`config.mk`:
```
export PLATFORM = sky130hd
export DESIGN_NAME = signed_decimal_ascii_formatter
export DESIGN_NICKNAME = d
export VERILOG_FILES = /design/src/sv/sdaf_pkg.sv /design/src/sv/sdaf_front.sv /design/src/sv/sdaf_digit.sv /design/src/sv/sdaf_serial.sv /design/src/sv/signed_decimal_ascii_formatter.sv
export SDC_FILE = /design/constraint.sdc
export NUM_CORES = 1
export LEC_CHECK = 0
export ABC_AREA = 0
export ABC_CLOCK_PERIOD_IN_PS = 7350
export BUFFER_PORTS_ARGS = -buffer_cell sky130_fd_sc_hd__buf_2
export CORE_AREA = 4 4 151 153
export CTS_BUF_LIST = sky130_fd_sc_hd__clkbuf_16
export CTS_CLUSTER_DIAMETER = 50
export DETAILED_ROUTE_END_ITERATION = 10
export DIE_AREA = 0 0 155 157
export GPL_TIMING_DRIVEN = 0
export PLACE_DENSITY = 0.79
export SLEW_MARGIN = 20
export SYNTH_ARGS = -nofsm -noshare
export SYNTH_HDL_FRONTEND = slang
export SYNTH_SLANG_ARGS = --single-unit
```
`constraint.sdc`:
```
create_clock -name clock -period 7.35 [get_ports clock]
set_input_delay 1.47 -clock clock [delete_from_list [all_inputs] [get_ports clock]]
set_output_delay 1.47 -clock clock [all_outputs]
set_load 0.02 [all_outputs]
```
`src/sv/sdaf_pkg.sv`:
```
// ----------------------------------------------------------------------------
// sdaf_pkg
// shared types, constants and helpers of the signed decimal ascii formatter
// ----------------------------------------------------------------------------
`default_nettype none

package sdaf_pkg;

   localparam int          NUM_W       = 18;
   localparam int          DIGITS_DEF  = 5;
   localparam int          CHAR_W      = 8;
   localparam int          DIGIT_W     = 4;
   localparam logic [7:0]  ASCII_ZERO  = 8'h30;
   localparam logic [7:0]  ASCII_MINUS = 8'h2D;

   // control bits that travel with an item through the digit pipeline
   typedef struct packed {
      logic valid;
      logic neg;
      logic started;
   } ctl_type;

   // ten to the power n, elaboration use only
   function automatic logic [63:0] pow10(input int n);
      logic [63:0] p;
      p = 64'd1;
      for (int k = 0; k < n; k++) begin
         p = p * 64'd10;
      end
      return p;
   endfunction

   // bits needed to hold magnitudes up to 10**digits - 1, never below NUM_W
   function automatic int mag_width(input int digits);
      int w;
      w = $clog2(pow10(digits));
      return (w > NUM_W) ? w : NUM_W;
   endfunction

endpackage

`default_nettype wire

```
`src/sv/sdaf_front.sv`:
```
// ----------------------------------------------------------------------------
// sdaf_front
// entry stage: sign split, magnitude and saturation to the digit range
// ----------------------------------------------------------------------------
`default_nettype none

module sdaf_front #(
   parameter int DIGITS = 5,
   parameter int MAG_W  = 18
) (
   input  wire logic                        clock,
   input  wire logic                        reset,
   input  wire logic                        adv,
   input  wire logic                        load,
   input  wire logic [sdaf_pkg::NUM_W-1:0]  number,
   output      sdaf_pkg::ctl_type           ctl_out,
   output      logic [MAG_W-1:0]            mag_out
);
   import sdaf_pkg::*;

   localparam logic [63:0] LIMIT = pow10(DIGITS) - 64'd1;

   logic             neg;
   logic [NUM_W-1:0] mag_raw;
   logic [MAG_W-1:0] mag_ext;
   logic [MAG_W-1:0] mag_in;
   logic             valid_ff;
   logic             neg_ff;
   logic [MAG_W-1:0] mag_ff;

   assign neg     = number[NUM_W-1];
   assign mag_raw = neg ? (~number + 1'b1) : number;
   assign mag_ext = MAG_W'(mag_raw);
   // clamp to the largest value that fits the digit count, sign kept
   assign mag_in  = (mag_ext > MAG_W'(LIMIT)) ? MAG_W'(LIMIT) : mag_ext;

   always_ff @(posedge clock) begin
      if (reset) begin
         valid_ff <= 1'b0;
      end else if (adv) begin
         valid_ff <= load;
      end
   end

   always_ff @(posedge clock) begin
      if (adv) begin
         neg_ff <= neg;
         mag_ff <= mag_in;
      end
   end

   assign ctl_out = '{valid: valid_ff, neg: neg_ff, started: 1'b0};
   assign mag_out = mag_ff;

endmodule

`default_nettype wire

```
`src/sv/sdaf_digit.sv`:
```
// ----------------------------------------------------------------------------
// sdaf_digit
// one pipeline stage that peels off the decimal digit of weight 10**PLACE_EXP
// ----------------------------------------------------------------------------
`default_nettype none

module sdaf_digit #(
   parameter int DIGITS    = 5,
   parameter int MAG_W     = 18,
   parameter int CNT_W     = 3,
   parameter int SLOT      = 0,
   parameter int PLACE_EXP = 4
) (
   input  wire logic                          clock,
   input  wire logic                          reset,
   input  wire logic                          adv,
   input  wire sdaf_pkg::ctl_type             ctl_in,
   input  wire logic [MAG_W-1:0]              rem_in,
   input  wire logic [DIGITS*4-1:0]           digits_in,
   input  wire logic [CNT_W-1:0]              cnt_in,
   output      sdaf_pkg::ctl_type             ctl_out,
   output      logic [MAG_W-1:0]              rem_out,
   output      logic [DIGITS*4-1:0]           digits_out,
   output      logic [CNT_W-1:0]              cnt_out
);
   import sdaf_pkg::*;

   localparam logic [63:0] PLACE = pow10(PLACE_EXP);

   logic [DIGIT_W-1:0]    dig;
   logic [MAG_W-1:0]      sub;
   logic                  started_in;
   logic [DIGITS*4-1:0]   digits_in_v;
   logic                  valid_ff;
   logic                  neg_ff;
   logic                  started_ff;
   logic [MAG_W-1:0]      rem_ff;
   logic [DIGITS*4-1:0]   digits_ff;
   logic [CNT_W-1:0]      cnt_ff;

   // nine parallel compares against the multiples of the place weight
   always_comb begin
      dig = '0;
      sub = '0;
      for (int j = 1; j < 10; j++) begin
         if (rem_in >= MAG_W'(PLACE * 64'(j))) begin
            dig = DIGIT_W'(j);
            sub = MAG_W'(PLACE * 64'(j));
         end
      end
   end

   assign started_in = ctl_in.started | (dig != '0);

   always_comb begin
      digits_in_v = digits_in;
      digits_in_v[SLOT*DIGIT_W +: DIGIT_W] = dig;
   end

   always_ff @(posedge clock) begin
      if (reset) begin
         valid_ff <= 1'b0;
      end else if (adv) begin
         valid_ff <= ctl_in.valid;
      end
   end

   always_ff @(posedge clock) begin
      if (adv) begin
         neg_ff     <= ctl_in.neg;
         started_ff <= started_in;
         rem_ff     <= rem_in - sub;
         digits_ff  <= digits_in_v;
         cnt_ff     <= cnt_in + CNT_W'(started_in);
      end
   end

   assign ctl_out    = '{valid: valid_ff, neg: neg_ff, started: started_ff};
   assign rem_out    = rem_ff;
   assign digits_out = digits_ff;
   assign cnt_out    = cnt_ff;

endmodule

`default_nettype wire

```
`src/sv/sdaf_serial.sv`:
```
// ----------------------------------------------------------------------------
// sdaf_serial
// character serializer: sign first, then the significant digits
// ----------------------------------------------------------------------------
`default_nettype none

module sdaf_serial #(
   parameter int DIGITS = 5,
   parameter int CNT_W  = 3
) (
   input  wire logic                          clock,
   input  wire logic                          reset,
   input  wire sdaf_pkg::ctl_type             ctl_in,
   input  wire logic [DIGITS*4-1:0]           digits_in,
   input  wire logic [CNT_W-1:0]              cnt_in,
   output      logic                          take,
   output      logic                          rsp_valid,
   output      logic [sdaf_pkg::CHAR_W-1:0]   rsp_text_char,
   output      logic                          rsp_final_char
);
   import sdaf_pkg::*;

   logic                  neg_ff;
   logic [CNT_W-1:0]      rem_ff;
   logic [DIGITS*4-1:0]   digits_ff;
   logic                  neg_in;
   logic [CNT_W-1:0]      rem_in;
   logic                  load;
   logic [DIGIT_W-1:0]    cur_digit;

   // free now, or sending its last character this cycle
   assign take = (rem_ff == '0) || ((rem_ff == CNT_W'(1)) && !neg_ff);
   assign load = take && ctl_in.valid;

   always_comb begin
      neg_in = neg_ff;
      rem_in = rem_ff;
      if (load) begin
         neg_in = ctl_in.neg;
         // zero has no significant digit but still prints one '0'
         rem_in = (cnt_in == '0) ? CNT_W'(1) : cnt_in;
      end else if (neg_ff) begin
         neg_in = 1'b0;
      end else if (rem_ff != '0) begin
         rem_in = rem_ff - CNT_W'(1);
      end
   end

   always_ff @(posedge clock) begin
      if (reset) begin
         neg_ff <= 1'b0;
         rem_ff <= '0;
      end else begin
         neg_ff <= neg_in;
         rem_ff <= rem_in;
      end
   end

   always_ff @(posedge clock) begin
      if (load) begin
         digits_ff <= digits_in;
      end
   end

   // remaining count selects the digit slot, counted from the least significant end
   always_comb begin
      cur_digit = '0;
      for (int i = 0; i < DIGITS; i++) begin
         if (rem_ff == CNT_W'(DIGITS - i)) begin
            cur_digit = digits_ff[i*DIGIT_W +: DIGIT_W];
         end
      end
   end

   assign rsp_valid      = neg_ff || (rem_ff != '0);
   assign rsp_text_char  = neg_ff ? ASCII_MINUS : (ASCII_ZERO | CHAR_W'(cur_digit));
   assign rsp_final_char = !neg_ff && (rem_ff == CNT_W'(1));

endmodule

`default_nettype wire

```
`src/sv/signed_decimal_ascii_formatter.sv`:
```
// ----------------------------------------------------------------------------
// signed_decimal_ascii_formatter
// signed integer to decimal ascii text, one character per output strobe
// ----------------------------------------------------------------------------
// A number is taken when start is high and busy is low. Its text comes out
// one character per cycle on rsp_text_char with rsp_valid high: a '-' for
// negatives, then the digits without leading zeros, zero giving a single '0';
// rsp_final_char marks the last character. The receiver cannot stall, so the
// strobe is never held. A number passes the entry register, the digit
// stages and the serializer register before its first character appears.
// The serializer at the pipeline end sets the rate: a number occupies it
// while its characters (1 to DIGITS + 1) go out, it takes the next number
// in the cycle of the last character, and busy is raised only while the
// next finished number waits for it, so short numbers follow each other
// closely. Magnitudes above 10**DIGITS - 1 are clamped to that value with the sign kept.
// ----------------------------------------------------------------------------
`default_nettype none

module signed_decimal_ascii_formatter #(
   parameter int DIGITS = sdaf_pkg::DIGITS_DEF
) (
   input  wire logic                          clock,
   input  wire logic                          reset,
   input  wire logic                          start,
   output      logic                          busy,
   input  wire logic [sdaf_pkg::NUM_W-1:0]    req_number,
   output      logic                          rsp_valid,
   output      logic [sdaf_pkg::CHAR_W-1:0]   rsp_text_char,
   output      logic                          rsp_final_char
);
   import sdaf_pkg::*;

   localparam int MAG_W = mag_width(DIGITS);
   localparam int CNT_W = $clog2(DIGITS + 1);

   // stage chain: index 0 is the entry stage, index k after k digit stages
   ctl_type               ctl_chain    [DIGITS+1];
   logic [MAG_W-1:0]      rem_chain    [DIGITS+1];
   logic [DIGITS*4-1:0]   digits_chain [DIGITS+1];
   logic [CNT_W-1:0]      cnt_chain    [DIGITS+1];

   logic                  adv;
   logic                  ser_take;

   // the whole pipeline moves together; it holds only while its last item
   // waits for the serializer
   assign adv  = !ctl_chain[DIGITS].valid || ser_take;
   assign busy = !adv;

   sdaf_front #(
      .DIGITS (DIGITS),
      .MAG_W  (MAG_W)
   ) u_front (
      .clock   (clock),
      .reset   (reset),
      .adv     (adv),
      .load    (start),
      .number  (req_number),
      .ctl_out (ctl_chain[0]),
      .mag_out (rem_chain[0])
   );

   assign digits_chain[0] = '0;
   assign cnt_chain[0]    = '0;

   // one stage per decimal place, most significant first
   for (genvar k = 0; k < DIGITS; k++) begin : g_digit
      sdaf_digit #(
         .DIGITS    (DIGITS),
         .MAG_W     (MAG_W),
         .CNT_W     (CNT_W),
         .SLOT      (k),
         .PLACE_EXP (DIGITS - 1 - k)
      ) u_digit (
         .clock      (clock),
         .reset      (reset),
         .adv        (adv),
         .ctl_in     (ctl_chain[k]),
         .rem_in     (rem_chain[k]),
         .digits_in  (digits_chain[k]),
         .cnt_in     (cnt_chain[k]),
         .ctl_out    (ctl_chain[k+1]),
         .rem_out    (rem_chain[k+1]),
         .digits_out (digits_chain[k+1]),
         .cnt_out    (cnt_chain[k+1])
      );
   end

   // remainder after the last place is always zero and is not used further
   sdaf_serial #(
      .DIGITS (DIGITS),
      .CNT_W  (CNT_W)
   ) u_serial (
      .clock          (clock),
      .reset          (reset),
      .ctl_in         (ctl_chain[DIGITS]),
      .digits_in      (digits_chain[DIGITS]),
      .cnt_in         (cnt_chain[DIGITS]),
      .take           (ser_take),
      .rsp_valid      (rsp_valid),
      .rsp_text_char  (rsp_text_char),
      .rsp_final_char (rsp_final_char)
   );

   // a text that is not finished goes on in the very next cycle
   a_text_continues : assert property (@(posedge clock) disable iff (reset)
      rsp_valid && !rsp_final_char |=> rsp_valid)
      else $error("character strobe gap inside one number");

   // the sign never closes a text
   a_minus_not_last : assert property (@(posedge clock) disable iff (reset)
      rsp_valid && (rsp_text_char == ASCII_MINUS) |-> !rsp_final_char)
      else $error("minus sign marked as last character");

   // after a digit of an unfinished text only digits follow
   a_digit_after_digit : assert property (@(posedge clock) disable iff (reset)
      rsp_valid && !rsp_final_char && (rsp_text_char != ASCII_MINUS)
      |=> rsp_text_char != ASCII_MINUS)
      else $error("minus sign after a digit");

   // the last digit stage holds an item and the serializer is sending whenever busy is shown
   a_busy_means_full : assert property (@(posedge clock) disable iff (reset)
      busy |-> ctl_chain[DIGITS].valid && rsp_valid)
      else $error("busy raised with the serializer idle");

   // an item never drains from the pipe while it is held
   a_hold_keeps_last : assert property (@(posedge clock) disable iff (reset)
      busy |=> ctl_chain[DIGITS].valid)
      else $error("stalled item lost from the last digit stage");

endmodule

`default_nettype wire

```
==> metrics.yaml, run 1 <==
outcome:
  outcome: "completed"
synth:
  synth_edf_count: 191
  synth_compound_area_frac: 0.138
  synth_cell_types: 84
  ys_async_sr_fraction: 0
  synth_top_cell_by_area: "edfxtp_1"
  synth_top_family_by_area: "simple AND/OR/NAND/NOR gates"
  synth.top_cell.area_share: 0.539
  yosysWarnings: 0
  ys_ff_latch: 201
  seq_area_frac_synth: 0.558
  synth.avg_cell_area_sq_um: 11.3
  synth_area_sq_mm: 0.0106
  netlist_instances: 941
  synth-xor-area-share: 0.0535
  synth_top_flop_cell: "edfxtp_1"
  synth_fa_ha_area_frac: 0.0673
  yosys.area_share.simple: 0.150
  synth.area.mux_share: 0.000941
  synth_area_leaders: "edfxtp_1, ha_1, nand2_1"
grt:
  antenna_found_initial: 0
  grt_start_max_net_pins: 94
  grt_pass1_vias: 6996
  grt_usage: 0.163
  grt_pass1_wl_mm: 32.8
  gr-total-overflow: 0
drt:
  wl_mm: 19.8
  drtIter0Drc: 594
  vias: 7228
  final_antenna_net_count: 0
  drc_errors: 0
  firstDrtPassIters: 5
  wl_per_cell_um: 15.4
  drt-vias-per-instance: 5.61
layout:
  fillerInstances: 1761
  stdcell_area_sq_mm: 0.0120
  nNetsFinal: 1066
  mostFrequentLayoutCell: "edfxtp_1"
  drive_above_1_share: 0.104
  antenna_cells: 0
  mostFrequentLayoutCells: "edfxtp_1, nand2_1, nor2_1"
  syn_to_final_growth_pct: 12.7
placement:
  gp_congestion: 0.909
  hpwl_mm: 14.2
  place_area_sq_mm: 0.0111
  port_buffers: 21
clock_network:
  cts_tree: "done"
  clock_path_buffers: 3
  clock-sinks: 201
  post_cts_buffers: 0
  postCtsHoldBufs: 0
  cts_htree_levels: 1
  path_clk_slew_ns: 0.06
  cts_resized: 0
  cts-root-buf: "clkbuf_16"
  clock_latency_ns: 0.52
  cts_made_buffers: 24
floorplan:
  start_util: 0.494
  ios: 32
  die_y_um: 157
  core_region_area_sq_mm: 0.0216
  die_area_sq_mm: 0.0243
  dieWidth_um: 155
  placementRows: 54
job:
  maxCapViolCount: 0
pwr:
  power.leakage_uw: 0.00450
  max-vdd-ir-drop_uv: 182
  power.density_mw_per_mm2: 359
sta:
  tns_ns: 0
  period_needed_ns: 5.21
  slew-limit-headroom: 0.480
  finalMaxSlewViolations: 0
  fin_crit_sh: 0.709
  rsz0062_at_grt: "false"
  finalHoldViolCount: 0
  clock.fmax_mhz: 192
  skew_ns: 0.0175
  setup_viol: 0
  worst_pin_slew_ns: 0.773
hold_path:
  hp-start: "u_front.mag_out[1]$_SDFFCE_PN1N_"
  timing.hold.worst.class: "flop to flop"
critical_path:
  cp_max_fo: 9
  cp-end-kind: "flop"
  cp.required_ns: 7.60
  r2r_start: "g_digit[1].u_digit.rem_out[13]$_DFFE_PN_"
  cp-start-kind: "flop"
  worstSetupPathType: "flop to flop"
  crit_start: "g_digit[1].u_digit.rem_out[13]$_DFFE_PN_"
  arrival_ns: 5.46
-- cell usage after synthesis (3+ instances only) --
library cell,count
a21boi_0,6
and2_1,4
and2b_2,3
inv_1,43
o21ai_0,48
fa_1,4
nand4b_1,3
buf_4,4
nand2b_1,10
a21o_1,14
nor4_1,16
nand3_1,26
o31a_1,3
or2_2,5
a22oi_1,3
o21a_1,14
and2_2,3
o21bai_1,4
nor2_1,69
a31oi_1,10
o311ai_0,4
nor3_1,23
and3_1,3
o211ai_1,5
or3_1,9
edfxtp_1,191
or4_1,6
nor2b_1,17
ha_1,50
clkbuf_1,18
a21oi_1,66
nand4_1,9
o31ai_1,8
dfxtp_1,10
xor2_1,32
a211oi_1,8
o221ai_1,3
xnor2_1,33
nand2_1,94
-- registers in the layout, summed over array words and instances (netlist names) --
| name | flops |
|---|---|
| g_digit.u_digit.cnt_out | 11 |
| g_digit.u_digit.digits_out | 60 |
| g_digit.u_digit.neg_ff | 5 |
| g_digit.u_digit.rem_out | 72 |
| g_digit.u_digit.started_ff | 4 |
| g_digit.u_digit.valid_ff | 5 |
| u_front.mag_out | 18 |
| u_front.neg_ff | 1 |
| u_front.valid_ff | 1 |
| u_serial.digits_ff | 20 |
| u_serial.neg_ff | 1 |
| u_serial.rem_ff | 3 |
-- critical path, stage by stage, from the launching register on --
cell and delay [ns]:
edfxtp_1 0.44, or4_4 0.58, or4b_1 0.51, buf_2 0.19, nor4_1 0.29, o21ai_0 0.19
o221ai_1 0.28, o21a_1 0.22, ha_1 0.18, inv_1 0.05, fa_1 0.39, a21o_1 0.19
a21oi_1 0.21, nor2_1 0.08, a211oi_1 0.45, a21oi_1 0.24, nor3_1 0.32, xor2_1 0.12
-- cells by family after synthesis --
family | after synthesis
xor gates and xnor gates | 65
DFF | 201
adders and majority gates | 55
and+or+nand+nor | 318
AOI/OAI and AO/OA | 224
other | 2
muxes | 1
buffers and inverters | 75
-- power by group --
| group | switching (uW) | internal (uW) |
|---|---|---|
| registers | 235 | 1610 |
| logic | 695 | 534 |
| clock network | 474 | 752 |
-- stage by stage --
step | setup slack, ns | std cells | hold slack (ns) | util | total power (uW)
2_1_floorplan | 1.98 | 943 | 0.400 | - | 2770
5_1_grt | 1.93 | 1289 | 0.405 | 0.556 | 4570
3_5_place_dp | 2.19 | 1245 | 0.405 | 0.517 | 3090
6_report | 2.14 | 1289 | 0.400 | 0.556 | 4300
3_3_place_gp | 0.963 | 1244 | 0.401 | 0.515 | 3040
4_1_cts | 2.17 | 1289 | 0.403 | 0.556 | 4330
-- routing by layer --
| layer | global-route usage | up-vias | wire length (um) |
|---|---|---|---|
| li1 | - | 3608 | - |
| met1 | 0.196 | 3412 | 8270 |
| met2 | 0.289 | 157 | 9870 |
| met3 | 0.0264 | 51 | 872 |
| met4 | 0.0711 | 0 | 810 |
| met5 | 0 | - | 0 |
-- final timing paths --
path                                                    to  slack, ns  depth (start not counted)
hold reg to reg    g_digit[0].u_digit.rem_out[1]$_DFFE_PN_       0.40                          0
setup / recovery  g_digit[2].u_digit.rem_out[16]$_DFFE_PN_       2.14                         17
setup reg to reg  g_digit[2].u_digit.rem_out[16]$_DFFE_PN_       2.14                         17
hold / removal     g_digit[0].u_digit.rem_out[1]$_DFFE_PN_       0.40                          0
-- area by class of cell --
cell class	instances	area, sq um	share of cell area
clock inverters	20	249	0.0208
flip-flops and latches	201	5940	0.495
well taps	280	350	0.0292
clock buffers	24	601	0.0501
multi-input cells	667	4370	0.365
repair buffers	22	133	0.0111
plain buffers	32	188	0.0157
inverters	43	161	0.0135
Power figures use the tool's default switching activity.
==> run 2, diff against run 1 <==
--- a/config.mk
+++ b/config.mk
@@ -6,7 +6,7 @@
 export NUM_CORES = 1
 export LEC_CHECK = 0
 export ABC_AREA = 0
-export ABC_CLOCK_PERIOD_IN_PS = 7350
+export ABC_CLOCK_PERIOD_IN_PS = 5300
 export BUFFER_PORTS_ARGS = -buffer_cell sky130_fd_sc_hd__buf_2
 export CORE_AREA = 4 4 151 153
 export CTS_BUF_LIST = sky130_fd_sc_hd__clkbuf_16
@@ -14,7 +14,7 @@
 export DETAILED_ROUTE_END_ITERATION = 10
 export DIE_AREA = 0 0 155 157
 export GPL_TIMING_DRIVEN = 0
-export PLACE_DENSITY = 0.79
+export PLACE_DENSITY = 0.77
 export SLEW_MARGIN = 20
 export SYNTH_ARGS = -nofsm -noshare
 export SYNTH_HDL_FRONTEND = slang
==> constraint.sdc (replaced) <==
create_clock -name clock -period 5.3 [get_ports clock]
set_input_delay 1.06 -clock clock [delete_from_list [all_inputs] [get_ports clock]]
set_output_delay 1.06 -clock clock [all_outputs]
set_load 0.02 [all_outputs]
==> metrics.yaml, run 2 (synthesis gave the netlist of run 1 again) <==
critical_path:
  r2r_end: "g_digit[2].u_digit.rem_out[14]$_DFFE_PN_"
  arrival_ns: 5.17  # -0.29 ns
  cp.required_ns: 5.54  # -2.06 ns
  reg2reg_slack_ns: 0.37  # -1.77 ns
  cp-end-kind: "flop"
  cpPeakStageDelay_ns: 0.56  # -0.02 ns
  crit_end: "g_digit[2].u_digit.rem_out[14]$_DFFE_PN_"
  crit_top_cell: "a21oi_1"
  critPathSlowestCell: "or4_4"
  crit_start: "g_digit[1].u_digit.rem_out[13]$_DFFE_PN_"
  worstSetupPathType: "flop to flop"
  rr_worst_depth: 17  # unchanged
  path_cells: "or4_4 -> or4b_1 -> buf_2 -> nor3_1 -> o21ai_0 -> o221ai_2 -> o21a_1 -> ha_1 -> inv_1 -> fa_1 -> a21o_1 -> a21oi_1 -> nor2_1 -> a211oi_2 -> a21oi_1 -> nor4_2 -> xor2_1"
  cp-start-kind: "flop"
  cp_max_fo: 9  # unchanged
  r2r_start: "g_digit[1].u_digit.rem_out[13]$_DFFE_PN_"
clock_network:
  cts_htree_levels: 1  # unchanged
  postCtsHoldBufs: 0  # unchanged
  post_cts_buffers: 0  # unchanged
  cts_made_buffers: 24  # unchanged
  cts-root-buf: "clkbuf_16"
  clock_latency_ns: 0.52  # about the same
  path_clk_slew_ns: 0.06  # about the same
  clock_path_buffers: 3  # unchanged
  cts_tree: "done"
  clock-sinks: 201  # unchanged
grt:
  grt_pass1_vias: 6922  # -1.1%
  gr-total-overflow: 0  # unchanged
  antenna_found_initial: 0  # unchanged
  grt_pass1_wl_mm: 32.4  # -1.3%
  grt_start_max_net_pins: 68  # -28%
  grt_usage: 0.158  # -0.00487
placement:
  gp_congestion: 0.898  # -1.2%
  place_area_sq_mm: 0.0112  # +0.25%
  port_buffers: 21  # unchanged
  hpwl_mm: 13.8  # -2.9%
sta:
  fin_crit_sh: 0.930  # +0.221
  slew-limit-headroom: 0.492  # +0.0123
  worst_pin_slew_ns: 0.755  # -0.0183 ns
  finalMaxSlewViolations: 0  # unchanged
  clock.fmax_mhz: 203  # +5.7%
  finalHoldViolCount: 0  # unchanged
  hold_slack_ns: 0.401  # +0.00116 ns
  period_needed_ns: 4.93  # -0.281 ns
  setup_viol: 0  # unchanged
  skew_ns: 0.0189  # +0.00143 ns
floorplan:
  start_util: 0.494  # unchanged
  placementRows: 54  # unchanged
  ios: 32  # unchanged
  die_area_sq_mm: 0.0243  # unchanged
  dieWidth_um: 155  # unchanged
  die_y_um: 157  # unchanged
  core_region_area_sq_mm: 0.0216  # unchanged
drt:
  vias: 7271  # +0.59%
  firstDrtPassIters: 6  # +1
  drtIter0Drc: 473  # -20%
  wl_per_cell_um: 14.9  # -3.1%
  drc_errors: 0  # unchanged
  final_antenna_net_count: 0  # unchanged
  wl_mm: 19.2  # -3.1%
  drt-vias-per-instance: 5.64  # +0.59%
layout:
  mostFrequentLayoutCell: "edfxtp_1"
  syn_to_final_growth_pct: 12.0
  largest_reg_flops: 72  # unchanged
  antenna_cells: 0  # unchanged
  mostFrequentLayoutCells: "edfxtp_1, nand2_1, nor2_1"
  nNetsFinal: 1067  # +0.094%
  stdcell_area_sq_mm: 0.0119  # -0.59%
  drive_above_1_share: 0.103  # -0.000991
pwr:
  switching_share: 0.334  # +0.00734
  switchingPower_uw: 1910  # +36%
  seqPwrFrac: 0.445  # +0.015
  power.leakage_uw: 0.00447  # -0.76%
  max-vdd-ir-drop_uv: 205  # +13%
  power.density_mw_per_mm2: 481  # +34%
  pwr-share-comb: 0.298  # +0.012
  power_frac_clock: 0.257  # -0.028
  intPower_uw: 3820  # +32%
job:
  maxCapViolCount: 0  # unchanged
hold_path:
  timing.hold.worst.class: "flop to flop"
outcome:
  outcome: "completed"
-- run 2: cell types whose count changed in the layout (fill, tap and decap cells not counted), sizes merged --
cell / previous run / this run
inv: 50 / 51
bufinv: 4 / 0
clkinv: 8 / 10
buf: 31 / 32
-- run 2: layout make-up --
type / count / area, sq um
tap: 280 / 350
fill: 1806 / 9640
multi-input combinational: 667 / 4390
clock buffer: 24 / 601
inverter: 43 / 161
buffer: 32 / 188
timing repair buffer: 23 / 160
clock inverter: 19 / 133
sequential: 201 / 5940
-- run 2: routing by layer --
metal	track usage	part of all wire	vias to the layer above
met4	0.0505	0.022	0
met1	0.196	0.42	3412
met2	0.284	0.51	209
li1	-	-	3613
met5	0	0	-
met3	0.0234	0.046	37
-- run 2: timing repair --
action / CTS / global route
setup endpoints to repair: 0 / 3
resized for setup: 0 / 3
hold endpoints to repair: 0 / 0
-- run 2: worst min path at each step --
stage	start	slack, ns	cells past startpoint	end
2_1_floorplan	u_front.neg_ff$_DFFE_PN_	0.40	0	g_digit[0].u_digit.neg_ff$_DFFE_PN_
3_3_place_gp	g_digit[4].u_digit.digits_out[8]$_DFFE_PN_	0.40	0	u_serial.digits_ff[8]$_DFFE_PP_
3_5_place_dp	u_front.mag_out[2]$_SDFFCE_PN1N_	0.40	0	g_digit[0].u_digit.rem_out[2]$_DFFE_PN_
4_1_cts	g_digit[3].u_digit.digits_out[10]$_DFFE_PN_	0.40	0	g_digit[4].u_digit.digits_out[10]$_DFFE_PN_
5_1_grt	g_digit[4].u_digit.digits_out[5]$_DFFE_PN_	0.41	0	u_serial.digits_ff[5]$_DFFE_PP_
6_report	g_digit[3].u_digit.digits_out[10]$_DFFE_PN_	0.40	0	g_digit[4].u_digit.digits_out[10]$_DFFE_PN_
-- run 2: power by group through the flow --
| stage | clock (uW) | combinational [uW] | sequential [uW] |
|---|---|---|---|
| floorplan | 0 | 1360 | 2480 |
| global placement | 0 | 1630 | 2560 |
| detailed placement | 0 | 1680 | 2570 |
| CTS | 1510 | 1700 | 2540 |
| global route | 1590 | 1940 | 2600 |
| finish | 1470 | 1710 | 2550 |
-- run 2: worst max-delay path, delay by kind of cell (launching register included) --
kind            cells  cell delay, ns
compound gates      7            1.62
xor+xnor            1            0.13
fa+ha+maj           2            0.58
buf+inv             2            0.25
flops               1            0.44
simple gates        5            1.65
-- run 2: per-stage QoR --
step | setup TNS [ns] | total power [uW] | util | std cells | setup WS (ns)
2_1_floorplan | 0 | 3840 | - | 943 | 0.341
3_3_place_gp | -0.712 | 4190 | 0.515 | 1244 | -0.712
3_5_place_dp | 0 | 4260 | 0.518 | 1246 | 0.213
4_1_cts | 0 | 5750 | 0.552 | 1289 | 0.170
5_1_grt | -0.0650 | 6130 | 0.553 | 1289 | -0.0650
6_report | 0 | 5740 | 0.553 | 1289 | 0.369
==> run 3, diff against run 2 <==
--- a/config.mk
+++ b/config.mk
@@ -8,14 +8,15 @@
 export ABC_AREA = 0
 export ABC_CLOCK_PERIOD_IN_PS = 5300
 export BUFFER_PORTS_ARGS = -buffer_cell sky130_fd_sc_hd__buf_2
-export CORE_AREA = 4 4 151 153
+export CORE_AREA = 4 4 172 174
 export CTS_BUF_LIST = sky130_fd_sc_hd__clkbuf_16
 export CTS_CLUSTER_DIAMETER = 50
 export DETAILED_ROUTE_END_ITERATION = 10
-export DIE_AREA = 0 0 155 157
+export DIE_AREA = 0 0 176 178
 export GPL_TIMING_DRIVEN = 0
-export PLACE_DENSITY = 0.77
+export PLACE_DENSITY = 0.76
 export SLEW_MARGIN = 20
 export SYNTH_ARGS = -nofsm -noshare
 export SYNTH_HDL_FRONTEND = slang
+export SYNTH_HIERARCHICAL = 1
 export SYNTH_SLANG_ARGS = --single-unit
==> metrics.yaml, run 3 <==
clock_network:
  postCtsHoldBufs: 0  # unchanged
  clock-sinks: 205  # +2.0%
  cts_resized: 0  # unchanged
  cts_made_buffers: 23  # -4.2%
  clock_latency_ns: 0.51  # about the same
  post_cts_buffers: 0  # unchanged
  clock_path_buffers: 3  # unchanged
  cts_htree_levels: 1  # unchanged
  path_clk_slew_ns: 0.06  # about the same
  cts-root-buf: "clkbuf_16"
  cts_tree: "done"
grt:
  antenna_found_initial: 0  # unchanged
  grt_start_max_net_pins: 54  # -21%
  grt_usage: 0.144  # -0.0136
  grt_pass1_wl_mm: 37.4  # +15%
  gr-total-overflow: 0  # unchanged
  grt_pass1_vias: 7722  # +12%
drt:
  top_layer: "met4"
  vias: 8209  # +13%
  wl_mm: 22.8  # +19%
  drtIter0Drc: 736  # +56%
  dr_wl_met3_mm: 1.01  # +14%
  drc_errors: 0  # unchanged
  final_antenna_net_count: 0  # unchanged
  wl_per_cell_um: 15.4  # +3.0%
  wl_met2_mm: 11.5  # +16%
  firstDrtPassIters: 6  # unchanged
  drt-vias-per-instance: 5.52  # -2.1%
  wl_met1_mm: 9.74  # +21%
synth:
  yosysWarnings: 6  # +6
  synth_area_sq_mm: 0.0117  # +9.7%
  netlist_instances: 1035  # +10%
  synth.avg_cell_area_sq_um: 11.3  # -0.29%
sta:
  worst_pin_slew_ns: 0.921  # +0.166 ns
  rsz0062_at_grt: "false"
  skew_ns: 0.00914  # -0.00976 ns
  hold_slack_ns: 0.411  # +0.0103 ns
  finalHoldViolCount: 0  # unchanged
  period_needed_ns: 4.37  # -0.557 ns
  finalMaxSlewViolations: 0  # unchanged
  setup_slack_ns: 0.926  # +0.557 ns
  slew-limit-headroom: 0.378  # -0.114
  tns_ns: 0  # unchanged
  setup_viol: 0  # unchanged
  clock.fmax_mhz: 229  # +13%
  fin_crit_sh: 0.825  # -0.105
critical_path:
  cp-start-kind: "flop"
  path_cells: "or4_4 -> or3_4 -> a211o_1 -> o21ai_1 -> nand2_1 -> nand3_1 -> ha_1 -> inv_1 -> fa_1 -> a211o_1 -> o211ai_1 -> a21oi_1 -> o311a_1 -> nor3_1 -> xor2_1"
  cp.required_ns: 5.55  # about the same
  arrival_ns: 4.63  # -0.54 ns
  worstSetupPathType: "flop to flop"
  cp_max_fo: 6  # -3
  cp_num_buf_inv: 1  # -1
  critPathSlowestCell: "or4_4"
  reg2reg_slack_ns: 0.93  # +0.56 ns
  crit_top_cell: "a211o_1"
  r2r_end: "g_digit[1].u_digit/rem_out[15]$_DFFE_PP_"
  cpPeakStageDelay_ns: 0.60  # +0.04 ns
  rr_worst_depth: 15  # -2
  cp-end-kind: "flop"
  r2r_start: "g_digit[0].u_digit/rem_out[15]$_DFFE_PP_"
  critical_path.top_delay_family: "simple AND/OR/NAND/NOR gates"
hold_path:
  timing.hold.worst.class: "flop to flop"
  hold-path-endpoint: "g_digit[0].u_digit/rem_out[2]$_DFFE_PP_"
  hp-start: "u_front/mag_out[2]$_SDFFCE_PN1P_"
  whs_path_depth: 0  # unchanged
floorplan:
  placementRows: 61  # +13%
  ios: 32  # unchanged
  dieWidth_um: 176  # +14%
  die_y_um: 178  # +13%
  start_util: 0.420  # -0.0736
  core_region_area_sq_mm: 0.0278  # +29%
  die_area_sq_mm: 0.0313  # +29%
layout:
  fin_cells: 1487  # +15%
  mostFrequentLayoutCell: "edfxtp_1"
  multi_input_area_sq_mm: 0.00510  # +16%
  fillerInstances: 2503  # +39%
  nNetsFinal: 1172  # +9.8%
  seq_area_sq_mm: 0.00606  # +2.0%
  largest_reg_flops: 72  # unchanged
  mostFrequentLayoutCells: "edfxtp_1, nor2_1, a21oi_1"
  antenna_cells: 0  # unchanged
  drive_above_1_share: 0.142  # +0.0394
  utilization: 0.472  # -0.0808
  syn_to_final_growth_pct: 12.4
placement:
  gp_congestion: 0.908  # +1.1%
  dpl.cell_count: 1445  # +16%
  hpwl_mm: 17.0  # +23%
  port_buffers: 25  # +19%
  dp_slack_ns: 0.954  # +0.741 ns
outcome:
  outcome: "completed"
pwr:
  max-vdd-ir-drop_uv: 269  # +32%
  power.density_mw_per_mm2: 459  # -4.7%
  power.leakage_uw: 0.00488  # +9.2%
job:
  maxCapViolCount: 0  # unchanged
run 3: worst register-to-register path, stage by stage, from the launching register on:
cell and delay [ns]:
edfxtp_1 0.49, or4_4 0.60, or3_4 0.36, a211o_1 0.33, o21ai_1 0.17, nand2_1 0.09, nand3_1 0.21, ha_1 0.21
inv_1 0.05, fa_1 0.44, a211o_1 0.28, o211ai_1 0.12, a21oi_1 0.14, o311a_1 0.35, nor3_1 0.19, xor2_1 0.10
run 3: layout make-up:
cell class,count,area share
Sequential cell,205,0.462
Multi-Input combinational cell,733,0.389
Clock buffer,23,0.0439
Tap cell,378,0.0361
Buffer,50,0.0259
Timing Repair Buffer,28,0.0147
Inverter,51,0.0146
Clock inverter,19,0.0141
run 3: worst max-delay path by stage:
stage	slack [ns]	to	depth (start not counted)	startpoint
floorplan	1.30	g_digit[0].u_digit/valid_ff$_SDFFE_PP0P_	7	u_serial/rem_ff[0]$_SDFFE_PP0P_
global placement	0.34	g_digit[2].u_digit/valid_ff$_SDFFE_PP0P_	7	u_serial/rem_ff[0]$_SDFFE_PP0P_
CTS	0.94	g_digit[1].u_digit/rem_out[15]$_DFFE_PP_	15	g_digit[0].u_digit/rem_out[15]$_DFFE_PP_
global route	0.64	g_digit[1].u_digit/rem_out[15]$_DFFE_PP_	15	g_digit[0].u_digit/rem_out[15]$_DFFE_PP_
detailed placement	0.95	g_digit[1].u_digit/rem_out[15]$_DFFE_PP_	15	g_digit[0].u_digit/rem_out[15]$_DFFE_PP_
finish	0.93	g_digit[1].u_digit/rem_out[15]$_DFFE_PP_	15	g_digit[0].u_digit/rem_out[15]$_DFFE_PP_
run 3: metal layers:
| layer | vias up | global-route usage |
|---|---|---|
| li1 | 4042 | - |
| met1 | 3893 | 0.179 |
| met2 | 222 | 0.257 |
| met3 | 52 | 0.0229 |
| met4 | 0 | 0.0465 |
| met5 | - | 0 |
run 3: power by group:
part           switching, uW  total [uW]  internal, uW  leakage (uW)
Clock                    659        1530           874      0.000370
Sequential               336        2580          2240       0.00207
Combinational           1090        1910           818       0.00244
Total                   2080        6020          3930       0.00488
run 3: through the flow:
step                cell area (sq um)  power [uW]
global route                    13100        6410
finish                          13100        6020
floorplan                       11700        3990
global placement                12300        4420
CTS                             13100        6060
detailed placement              12400        4490
